`config.mk`:
```
export PLATFORM = sky130hd
export DESIGN_NAME = stcg_ram
export DESIGN_NICKNAME = d
export VERILOG_FILES = /design/src/rtl/stcg_ram.sv
export SDC_FILE = /design/constraint.sdc
export NUM_CORES = 1
export LEC_CHECK = 0
export ABC_CLOCK_PERIOD_IN_PS = 2600
export BUFFER_PORTS_ARGS = -buffer_cell sky130_fd_sc_hd__buf_2
export CAP_MARGIN = 0
export CORE_ASPECT_RATIO = 0.7
export CORE_UTILIZATION = 45
export CTS_BUF_LIST = sky130_fd_sc_hd__clkbuf_2 sky130_fd_sc_hd__clkbuf_4 sky130_fd_sc_hd__clkbuf_8
export CTS_CLUSTER_SIZE = 24
export DETAILED_ROUTE_END_ITERATION = 10
export PLACE_DENSITY = 0.69
export SLEW_MARGIN = 20
export SYNTH_ARGS = -nofsm -noshare
export SYNTH_HDL_FRONTEND = slang
export SYNTH_SLANG_ARGS = --single-unit
```
`constraint.sdc`:
```
create_clock -name clk -period 2.6 [get_ports clk]
set_input_delay 0.65 -clock clk [delete_from_list [all_inputs] [get_ports clk]]
set_output_delay 0.65 -clock clk [all_outputs]
set_load 0.02 [all_outputs]
```
`src/rtl/stcg_ram.sv`:
```
// Generic single-clock RAM with one write port and one registered read port.
module stcg_ram #(
	parameter int WIDTH = 8,
	parameter int DEPTH = 64,
	localparam int AW = $clog2(DEPTH)
) (
	input  logic             clk,
	input  logic             we,
	input  logic [AW-1:0]    waddr,
	input  logic [WIDTH-1:0] wdata,
	input  logic             re,
	input  logic [AW-1:0]    raddr,
	output logic [WIDTH-1:0] rdata
);

	logic [WIDTH-1:0] mem [DEPTH];

	// A read at the address being written returns the old contents.
	always_ff @(posedge clk) begin
		if (we) begin
			mem[waddr] <= wdata;
		end
		if (re) begin
			rdata <= mem[raddr];
		end
	end

endmodule
```
# After elaboration in Yosys (flattened, before gate mapping)
# Memory sizes are Yosys's and may differ from the RTL's. A register that Yosys moved wholly into a read port is not among the register bits.
# Index checks and enable logic that the tools add are counted.
[word_totals]
register_bits = 0
mem_bits_rw = 512
inputBits = 23
output_inout_bits = 8
elab_cells = 3
memories = 1
[mem_list]
columns = ["name", "depth", "word_bits", "read_ports", "rd_clocked_by_memory_dff", "wr", "line", "text"]
rows = [
  ["mem", 64, 8, 1, 1, 1, "16", "logic [WIDTH-1:0] mem [DEPTH];"],
]
[op_classes]
mux = 2
[op_table]
columns = ["cell", "count"]
rows = [
  ["$mux W1", 2],
]

# Logic depth before layout (Yosys ltp)
# Gate-level depths: netlist of run 1.
[logic_depth]
depth_word = 2
depth_mapped = 9
ltp_nobuf = 5

# Worst setup path before layout of run 1
# Ideal clock, no wire load.
[synth_timing]
kind = "input -> register"
start = "input port raddr[1]"
end = "register rdata[3], read port of mem, data pin"
setup_time_ns = 0.266
arrival_ns = 2.190
t_required_ns = 2.334
path_slack_ns = 0.144
cell_stages = 7
n_path_buf = 3
path_cell_list = "buf_4 > buf_2 > buf_2 > mux4_2 > mux4_2 > o21ai_1 > o41ai_1"
[synth_lines]
columns = ["element", "line", "text"]
rows = [
  ["from (decl)", "12", "input logic [AW-1:0] raddr,"],
  ["to (decl)", "13", "output logic [WIDTH-1:0] rdata"],
]

==> out/qor.txt, run 1 <==
Die H -> 179.5 um
Most common cell after layout, fill and taps aside -> edfxtp_1
GRT Util Overall -> 0.2090
Routed Antenna Nets -> 0
Post-synth cell types -> 39
Share of flip-flops with an asynchronous set or reset -> 0
CP Buf/Inv Count -> 2
Avg Vias per Cell -> 5.727
Worst Clk Skew -> 0.03292 ns
Outcome -> complete, no violations
Final setup viols -> 0
Post-synth EDFFs -> 520
Top_reg_cell synth -> edfxtp_1
Worst hold path class -> primary input to flop
Deepest clock path buffer count -> 3
Fmax -> 442.9 MHz
Starting Density -> 0.4597
Syn Nets -> 963
Maxcap violations -> 0
First-pass GRT wire length -> 69.27 mm
Area growth syn-to-layout -> 16.18%
Core area -> 44040 um2
Fin. max-slew vios -> 0
Root Driver -> clkbuf_8
Fin crit share -> 0.8683
Mapped cell area -> 20250 um2
Worst-path fanout max -> 12
Initial DRC Count -> 1070
Max_slew headroom -> 0.4919
Data required time at the worst endpoint -> 3.01 ns
Mapped Avg Cell Area -> 21.54 um2
Placed Cells -> 1663
Die Area -> 45860 um2
YS warnings -> 0
DR WL/cell -> 26.21 um
Layout cells sized above 1 -> 0.3636
R2R Path Start -> mem[29][0]
Core Util, Final -> 0.5341
Initial antenna violation count -> 0
Hold worst-path end -> rdata[3]
GRT Residual Overflow -> 0
Reg2reg setup slack -> 0.46 ns
Hold-fix buffers, CTS -> 0
CTS Buf Count -> 75
Sequential-to-total area share from yosys stat -> 0.7712
Cts repair resizes -> 0
Min-delay src -> re
Drt total wl -> 46.81 mm
Cells after Synth -> 940
Worst setup SP type -> primary input
Non-filler cells, final -> 1786
HPWL Detailed -> 30.60 mm
Leakage -> 7.648 nW
Clk sinks -> 520
Final period demand of the worst path -> 2.258 ns
Final #Nets -> 1169
Num ports -> 31
WS Path Type -> primary input to flop
Crit path largest cell delay -> 0.50 ns
Rows -> 64
Reg clk slew, reported paths -> 0.06 ns
Reg-to-Reg End -> rdata[0]
Slew @ Worst Pin -> 0.7621 ns
Slowest stage cell, crit path -> mux4_2
Worst reg2reg path depth -> 5
Yosys reg bits -> 520
RSZ-0062 raised after global routing -> false
Final Wtd Congestion -> 0.8500
Crit path max-delay family -> multiplexers
Hold Crit Depth -> 1
Setup crit end kind -> flop
PortBufs -> 30
CTS tree -> built
Final Hold Fails -> 0
WP data arrival -> 2.67 ns
Die width -> 255.5 um
Post-route DRC violation count -> 0
First-pass DRT Iterations -> 6
Worst-path cell chain -> clkbuf_8, buf_12, mux4_2, mux2_2, o22ai_1, nand2_1, o2bb2ai_1
Commonest cells after routing, fill and taps aside -> 520 x edfxtp_1, 140 x buf_4, 126 x mux4_2, 83 x nor2_1, 80 x clkbuf_8
Largest net degree at the start of global routing -> 41
Power density cells -> 704.4 nW/um2
Clk_lat worst skew -> 0.65 ns
Total number of vias -> 10230
Design Power -> 16.57 mW
Worst VDD drop -> 498.9 uV
H-tree lvl count -> 3
Vias in the first global route -> 10440
Post-CTS Setup Inserts -> 0
==> cell families (layout without fill, tap and decap cells) <==
| family | Yosys count | after routing | share of synthesized area |
|---|---|---|---|
| AOI/OAI and AO/OA | 54 | 54 | 0.02064 |
| buffers and inverters | 51 | 302 | 0.01563 |
| DFF | 520 | 520 | 0.7712 |
| muxes | 162 | 162 | 0.1588 |
| other | 0 | 1 | 0 |
| and+or+nand+nor | 153 | 153 | 0.03374 |
==> sequential cells by signal (all words and copies together) (netlist names) <==
| register | count |
|---|---|
| rdata | 8 |
| mem | 512 |
==> how the worst max path moves through the flow <==
stage	start	endpoint	slack, ns	cells after the start
finish	raddr[0]	rdata[0]	0.34	7
global route	raddr[0]	rdata[0]	0.27	7
CTS	raddr[0]	rdata[0]	0.44	7
detailed placement	raddr[0]	rdata[0]	-0.28	7
global placement	raddr[0]	rdata[0]	-0.24	7
floorplan	raddr[1]	rdata[3]	0.14	7
==> per-layer routing <==
metal	global-route usage	part of all wire
met2	0.2989	0.44
met3	0.06120	0.095
met1	0.3148	0.45
met4	0.05413	0.017
met5	0	0
==> power breakdown <==
| group | total (mW) | switching (mW) | internal, mW |
|---|---|---|---|
| Sequential | 9.32 | 0.0235 | 9.30 |
| Clock | 6.28 | 2.99 | 3.29 |
| Combinational | 0.972 | 0.566 | 0.406 |
| Total | 16.6 | 3.58 | 13.0 |
==> Yosys cell counts, drive strengths merged (8+ instances only) <==
cell / instances / share of area
mux4: 126 / 0.14
nand2: 19 / 0.0035
mux2i: 23 / 0.011
o22ai: 8 / 0.0025
nor2: 83 / 0.015
edfxtp: 520 / 0.77
buf: 34 / 0.012
mux2: 13 / 0.0072
nor2b: 14 / 0.0043
nand3: 13 / 0.0032
clkbuf: 17 / 0.0032
o221ai: 8 / 0.0035
==> worst register-to-register path: stages, from the launching register on <==
cell and delay [ns]:
edfxtp_1 0.36, mux4_2 0.48, mux2_2 0.29, o22ai_1 0.48, nand2_1 0.15, o2bb2ai_1 0.15
==> stage by stage <==
step	setup WS [ns]	TNS (ns)	instance area [um2]	hold WS [ns]
CTS	0.4401	0	23520	0.3346
detailed placement	-0.2807	-1.467	22110	0.8962
global route	0.2698	0	23520	0.3596
global placement	-0.2400	-1.459	22110	0.8915
finish	0.3424	0	23520	0.3818
floorplan	0.1437	0	20250	0.7489
==> area by class of cell <==
cell class,instances,area [um2]
clock inverters,23,168.9
fillers,3424,20520
well taps,594,743.2
multi-input cells,369,4315
repair buffers,180,1440
diodes,1,2.502
clock buffers,99,1237
flip-flops and latches,520,15620
No activity file was read; power rests on OpenSTA's default activity.
==> inputs of run 2 (changes only) <==
Settings changed: ABC_AREA set to 1.
==> run 2 against run 1 <==
Area after synthesis up 5.8%. Synthesized cell count up 92%. Largest cell class unchanged. Final area up 2.5%. Count of clock-buffer cells in the layout up 2. Register-to-register slack better by 0.67 ns. Die area up 5.7%. Via count up 41%. Sequential power about the same. Non-clock buffer count down 30.
==> out/qor.txt, run 2 <==
Synth top area share -> 0.7290 (-0.04221)
Die Area -> 48490 um2 (+5.7%)
Area growth syn-to-layout -> 12.52%
CTS tree -> built
CP Buf/Inv Count -> 1 (-1)
Largest reg by FF count -> mem
Post-synth EDFFs -> 520 (unchanged)
Worst setup SP type -> flop
Clk_lat worst skew -> 0.64 ns (about the same)
Cts repair resizes -> 0 (unchanged)
Core Util, Final -> 0.5157 (-0.01843)
WS Path Type -> flop to primary output
CTS Buf Count -> 75 (unchanged)
Reg2reg setup slack -> 1.13 ns (+0.67 ns)
Drt total wl -> 53.81 mm (+15%)
Worst-path cell chain -> buf_2
Syn Nets -> 1828 (+90%)
Final setup viols -> 0 (unchanged)
HPWL Detailed -> 32.60 mm (+6.5%)
Total number of vias -> 14440 (+41%)
Mapped Avg Cell Area -> 11.87 um2 (-45%)
Final period demand of the worst path -> 1.920 ns (-0.3379 ns)
Hold Crit Depth -> 1 (unchanged)
Cells after Synth -> 1805 (+92%)
Data required time at the worst endpoint -> 1.95 ns (-1.06 ns)
YS warnings -> 0 (unchanged)
Sequential-to-total area share from yosys stat -> 0.7290 (-0.04221)
Yosys reg bits -> 520 (unchanged)
Setup crit end kind -> primary output
Post-CTS Setup Inserts -> 0 (unchanged)
Hold worst-path end -> rdata[7]
Min-delay src -> re
PortBufs -> 30 (unchanged)
Rows -> 66 (+3.1%)
Design Power -> 16.81 mW (+1.5%)
TNS Setup -> 0 ns (unchanged)
Layout cells sized above 1 -> 0.1362 (-0.2274)
Post-route DRC violation count -> 0 (unchanged)
Reg clk slew, reported paths -> 0.07 ns (about the same)
H-tree lvl count -> 3 (unchanged)
Synth top area cells -> edfxtp_1 73%, nand2_1 11%, nand3_1 10%
Most frequent cell after synthesis -> nand2_1
Post-synth cell types -> 15 (-62%)
Worst-path fanout max -> 1 (-11)
Commonest cells in the netlist -> 648 x nand2_1, 520 x edfxtp_1, 439 x nand3_1
Num ports -> 31 (unchanged)
Worst reg2reg path depth -> 8 (+3)
R2R Path Start -> mem[11][4]
Top_reg_cell synth -> edfxtp_1
Root Driver -> clkbuf_8
First-pass DRT Iterations -> 6 (unchanged)
WP data arrival -> 1.27 ns (-1.40 ns)
Final hold slack -> 0.4051 ns (+0.02338 ns)
Multi-input gate area -> 4946 um2 (+15%)
First-pass GRT wire length -> 81.71 mm (+18%)
Die width -> 262.8 um (+2.8%)
Reg area -> 15620 um2 (unchanged)
DR WL/cell -> 20.80 um (-21%)
Power density cells -> 697.6 nW/um2 (-0.97%)
Crit path max-delay family -> flip-flops
Maxcap violations -> 0 (unchanged)
Max reg flops -> 512 (unchanged)
Max_slew headroom -> 0.4644 (-0.02752)
Crit path largest cell delay -> 0.44 ns (-0.06 ns)
Worst hold path class -> primary input to flop
Final #Nets -> 1942 (+66%)
Final Wtd Congestion -> 0.9327 (+9.7%)
Fin crit share -> 0.7384 (-0.1299)
Post-DP Area -> 22660 um2 (+2.5%)
Core area -> 46740 um2 (+6.1%)
Initial antenna violation count -> 0 (unchanged)
Mapped cell area -> 21420 um2 (+5.8%)
Share of flip-flops with an asynchronous set or reset -> 0 (unchanged)
Largest net degree at the start of global routing -> 97 (+140%)
Fmax -> 520.9 MHz (+18%)
Top Registers -> mem (512), rdata (8)
Vias in the first global route -> 13620 (+30%)
Worst VDD drop -> 522.0 uV (+4.6%)
Leakage -> 8.829 nW (+15%)
Die H -> 184.5 um (+2.8%)
GRT Residual Overflow -> 0 (unchanged)
Outcome -> complete, no violations
GRT Util Overall -> 0.2232 (+0.01424)
Commonest cells after routing, fill and taps aside -> 648 x nand2_1, 520 x edfxtp_1, 439 x nand3_1, 103 x buf_4, 75 x clkbuf_8
N_diodes -> 0 (-1)
Slowest stage cell, crit path -> edfxtp_1
Finished Cell Area -> 24100 um2 (+2.5%)
Worst Clk Skew -> 0.03708 ns (+0.004153 ns)
Fill cell count -> 4018 (+17%)
Deepest clock path buffer count -> 3 (unchanged)
Hold-fix buffers, CTS -> 0 (unchanged)
Reg-to-Reg End -> rdata[4]
Avg Vias per Cell -> 5.582 (-2.5%)
Starting Density -> 0.4583 (-0.001449)
Final Hold Fails -> 0 (unchanged)
Clk sinks -> 520 (unchanged)
RSZ-0062 raised after global routing -> false
Most common cell after layout, fill and taps aside -> nand2_1
Largest area contributor in the netlist -> edfxtp_1
Slew @ Worst Pin -> 0.8034 ns (+0.04128 ns)
Fin. max-slew vios -> 0 (unchanged)
Initial DRC Count -> 1893 (+77%)
Routed Antenna Nets -> 0 (unchanged)
## run 2: cell types whose count changed after synthesis, sizes merged, moves of 12 or more
cell	delta
nand2	+629
mux2i	-23
mux4	-126
nor2b	-14
nor2	-27
nand3	+426
mux2	-13
inv	+12
buf	+64
## run 2: area by class of cell
cell class / instances / share of cell area
inverter: 12 / 0.002180
clock inverter: 32 / 0.008721
timing repair buffer: 150 / 0.05331
multi-input combinational: 1160 / 0.2052
tap: 612 / 0.03177
sequential: 520 / 0.6479
clock buffer: 101 / 0.05093
## run 2: metrics by stage
stage          cells  setup slack (ns)
6_report        2587            0.6802
5_1_grt         2587            0.6670
4_1_cts         2587            0.6550
3_5_place_dp    2454            0.2343
3_3_place_gp    2454            0.2452
2_1_floorplan   1805            0.1839
## run 2: how the worst max path moves through the flow
stage                     startpoint          to  slack, ns  depth (start not counted)
after floorplan                   we  mem[48][0]       0.18                          3
after global placement      raddr[1]    rdata[1]       0.25                         10
after detailed placement    raddr[1]    rdata[1]       0.23                         10
after CTS                   rdata[3]    rdata[3]       0.65                          1
after global routing        rdata[3]    rdata[3]       0.67                          1
final                       rdata[3]    rdata[3]       0.68                          1
## run 2: routing by layer
| metal | share of wire | vias to the layer above | GRT usage |
|---|---|---|---|
| met5 | 0 | - | 0 |
| met4 | 0.019 | 0 | 0.06376 |
| met3 | 0.10 | 91 | 0.04636 |
| met2 | 0.44 | 766 | 0.3303 |
| met1 | 0.43 | 6996 | 0.3320 |
| li1 | - | 6587 | - |
## run 2: kinds of logic after synthesis
logic type    count (synthesis)  share of synthesized area
flops                       520                     0.7290
buf+inv                     125                    0.04007
simple gates               1160                     0.2309
## run 2: power by group
part | internal [mW] | switching [mW]
combinational | 0.310 | 0.834
sequential | 9.29 | 0.0208
clock | 3.28 | 3.07
==> inputs of run 3 (changes only) <==
Settings changed: ABC_CLOCK_PERIOD_IN_PS 2600 to 1900.
Clock period 2.6 ns to 1.9 ns, I/O delays scaled along.
==> run 3 against run 2 <==
Combinational power grew 48%. Largest power group unchanged. Critical path depth is the same. Die area is the same. Sequential power grew 37%. Routed wire length grew 3.9%. Worst hold slack lost 0.16 ns. Via count grew 0.78%. Register-to-register slack lost 0.71 ns. First-iteration DRC count shrank 6.3%. Clock skew shrank 0.0091 ns.
==> out/qor.txt, run 3 (synthesis gave the netlist of run 2 again) <==
Worst-path cell chain -> buf_2
Final period demand of the worst path -> 1.821 ns
Worst setup SP type -> flop
Slowest stage cell, crit path -> edfxtp_1
Vias in the first global route -> 13650 (+0.19%)
Most common cell after layout, fill and taps aside -> nand2_1
Initial DRC Count -> 1774 (-6.3%)
Crit path largest cell delay -> 0.51 ns (+0.07 ns)
Num ports -> 31 (unchanged)
Die width -> 262.8 um (unchanged)
Deepest clock path buffer count -> 3 (unchanged)
Worst hold path class -> primary input to flop
Maxcap violations -> 0 (unchanged)
Total number of vias -> 14550 (+0.78%)
Worst Clk Skew -> 0.02798 ns (-0.009101 ns)
CTS tree -> built
Core Util, Final -> 0.5236 (+0.007977)
Routed Antenna Nets -> 0 (unchanged)
Avg Vias per Cell -> 5.576 (-0.11%)
Worst-path fanout max -> 1 (unchanged)
PortBufs -> 30 (unchanged)
Largest net degree at the start of global routing -> 122 (+26%)
Rows -> 66 (unchanged)
Hold-fix buffers, CTS -> 0 (unchanged)
GRT Util Overall -> 0.2323 (+0.009088)
RSZ-0062 raised after global routing -> false
Slew @ Worst Pin -> 0.7337 ns (-0.06970 ns)
First-pass DRT Iterations -> 6 (unchanged)
Final #Nets -> 1971 (+1.5%)
Fin crit share -> 0.9583
Root Driver -> clkbuf_8
Die H -> 184.5 um (unchanged)
CTS Buf Count -> 76 (+1.3%)
HPWL Detailed -> 34.07 mm (+4.5%)
Cts repair resizes -> 0 (unchanged)
Die Area -> 48490 um2 (unchanged)
Area growth syn-to-layout -> 14.26%
Final Hold Fails -> 0 (unchanged)
Initial antenna violation count -> 0 (unchanged)
Core area -> 46740 um2 (unchanged)
Final Wtd Congestion -> 0.9244 (-0.89%)
WP data arrival -> 1.35 ns (+0.08 ns)
Drt total wl -> 55.91 mm (+3.9%)
TNS Setup -> 0 ns (unchanged)
First-pass GRT wire length -> 84.38 mm (+3.3%)
Worst VDD drop -> 493.1 uV (-5.5%)
Commonest cells after routing, fill and taps aside -> 648 x nand2_1, 520 x edfxtp_1, 439 x nand3_1, 121 x buf_4, 79 x clkbuf_8
Layout cells sized above 1 -> 0.1491 (+0.01295)
Setup crit end kind -> primary output
Largest reg by FF count -> mem
Post-route DRC violation count -> 0 (unchanged)
Final setup viols -> 0 (unchanged)
Top Registers -> mem (512), rdata (8)
Fin. max-slew vios -> 0 (unchanged)
Crit path max-delay family -> flip-flops
Starting Density -> 0.4583 (unchanged)
Max reg flops -> 512 (unchanged)
Outcome -> complete, no violations
Post-CTS Setup Inserts -> 0 (unchanged)
Data required time at the worst endpoint -> 1.42 ns (-0.53 ns)
Leakage -> 9.011 nW (+2.1%)
Fmax -> 549.2 MHz
GRT Residual Overflow -> 0 (unchanged)
N_diodes -> 0 (unchanged)
Max_slew headroom -> 0.5109 (+0.04647)
Clk sinks -> 520 (unchanged)
WS Path Type -> flop to primary output
Clk_lat worst skew -> 0.63 ns (about the same)
CP Buf/Inv Count -> 1 (unchanged)
Reg clk slew, reported paths -> 0.07 ns (about the same)
H-tree lvl count -> 3 (unchanged)
DR WL/cell -> 21.42 um (+3.0%)
Power density cells -> 943.3 nW/um2 (+35%)
[run 3: changes by cell type in the layout (fill, tap and decap cells not counted), moves of 2 or more]
cell | before | now
inv_6 | 3 | 1
nor4_1 | 8 | 0
clkbuf_8 | 75 | 79
buf_12 | 18 | 28
clkinv_1 | 17 | 19
buf_4 | 103 | 121
nor4_2 | 0 | 7
clkbuf_4 | 26 | 22
clkinvlp_4 | 4 | 1
[run 3: routing by layer]
metal | up-vias | share of wire | global-route usage
met4 | 0 | 0.019 | 0.05718
met1 | 7051 | 0.44 | 0.3457
met3 | 77 | 0.12 | 0.07308
li1 | 6640 | - | -
met5 | - | 0 | 0
met2 | 785 | 0.42 | 0.3281
[run 3: path summary, 6_finish.rpt]
path         slack, ns        to  cells after the start  startpoint
max               0.08  rdata[4]                      1    rdata[4]
min               0.25  rdata[7]                      1          re
max reg2reg       0.42  rdata[0]                      8   mem[5][0]
min reg2reg       0.92  rdata[0]                      8  mem[37][0]
[run 3: area by class of cell]
class / count / area [um2]
repair buffers: 178 / 1620
inverters: 12 / 52.55
clock inverters: 27 / 163.9
flip-flops and latches: 520 / 15620
multi-input cells: 1160 / 5005
well taps: 612 / 765.7
fillers: 3928 / 22270
clock buffers: 101 / 1252
[run 3: per-stage QoR]
stage	cells	instance area [um2]	hold slack, ns	worst slack (ns)	total power, mW
2_1_floorplan	1805	21500	0.5739	-0.1681	13.91
3_3_place_gp	2482	23060	0.8802	-0.1799	14.64
3_5_place_dp	2482	23060	0.8829	-0.1981	14.66
4_1_cts	2610	24470	0.2085	0.09609	23.17
5_1_grt	2610	24470	0.2127	0.05592	23.80
6_report	2610	24470	0.2489	0.07924	23.09
[run 3: power breakdown]
group	switching, mW	internal [mW]	leakage, nW
sequential	0.0376	12.7	4.69
clock	4.11	4.53	0.747
combinational	1.20	0.490	3.58
total	5.35	17.7	9.01
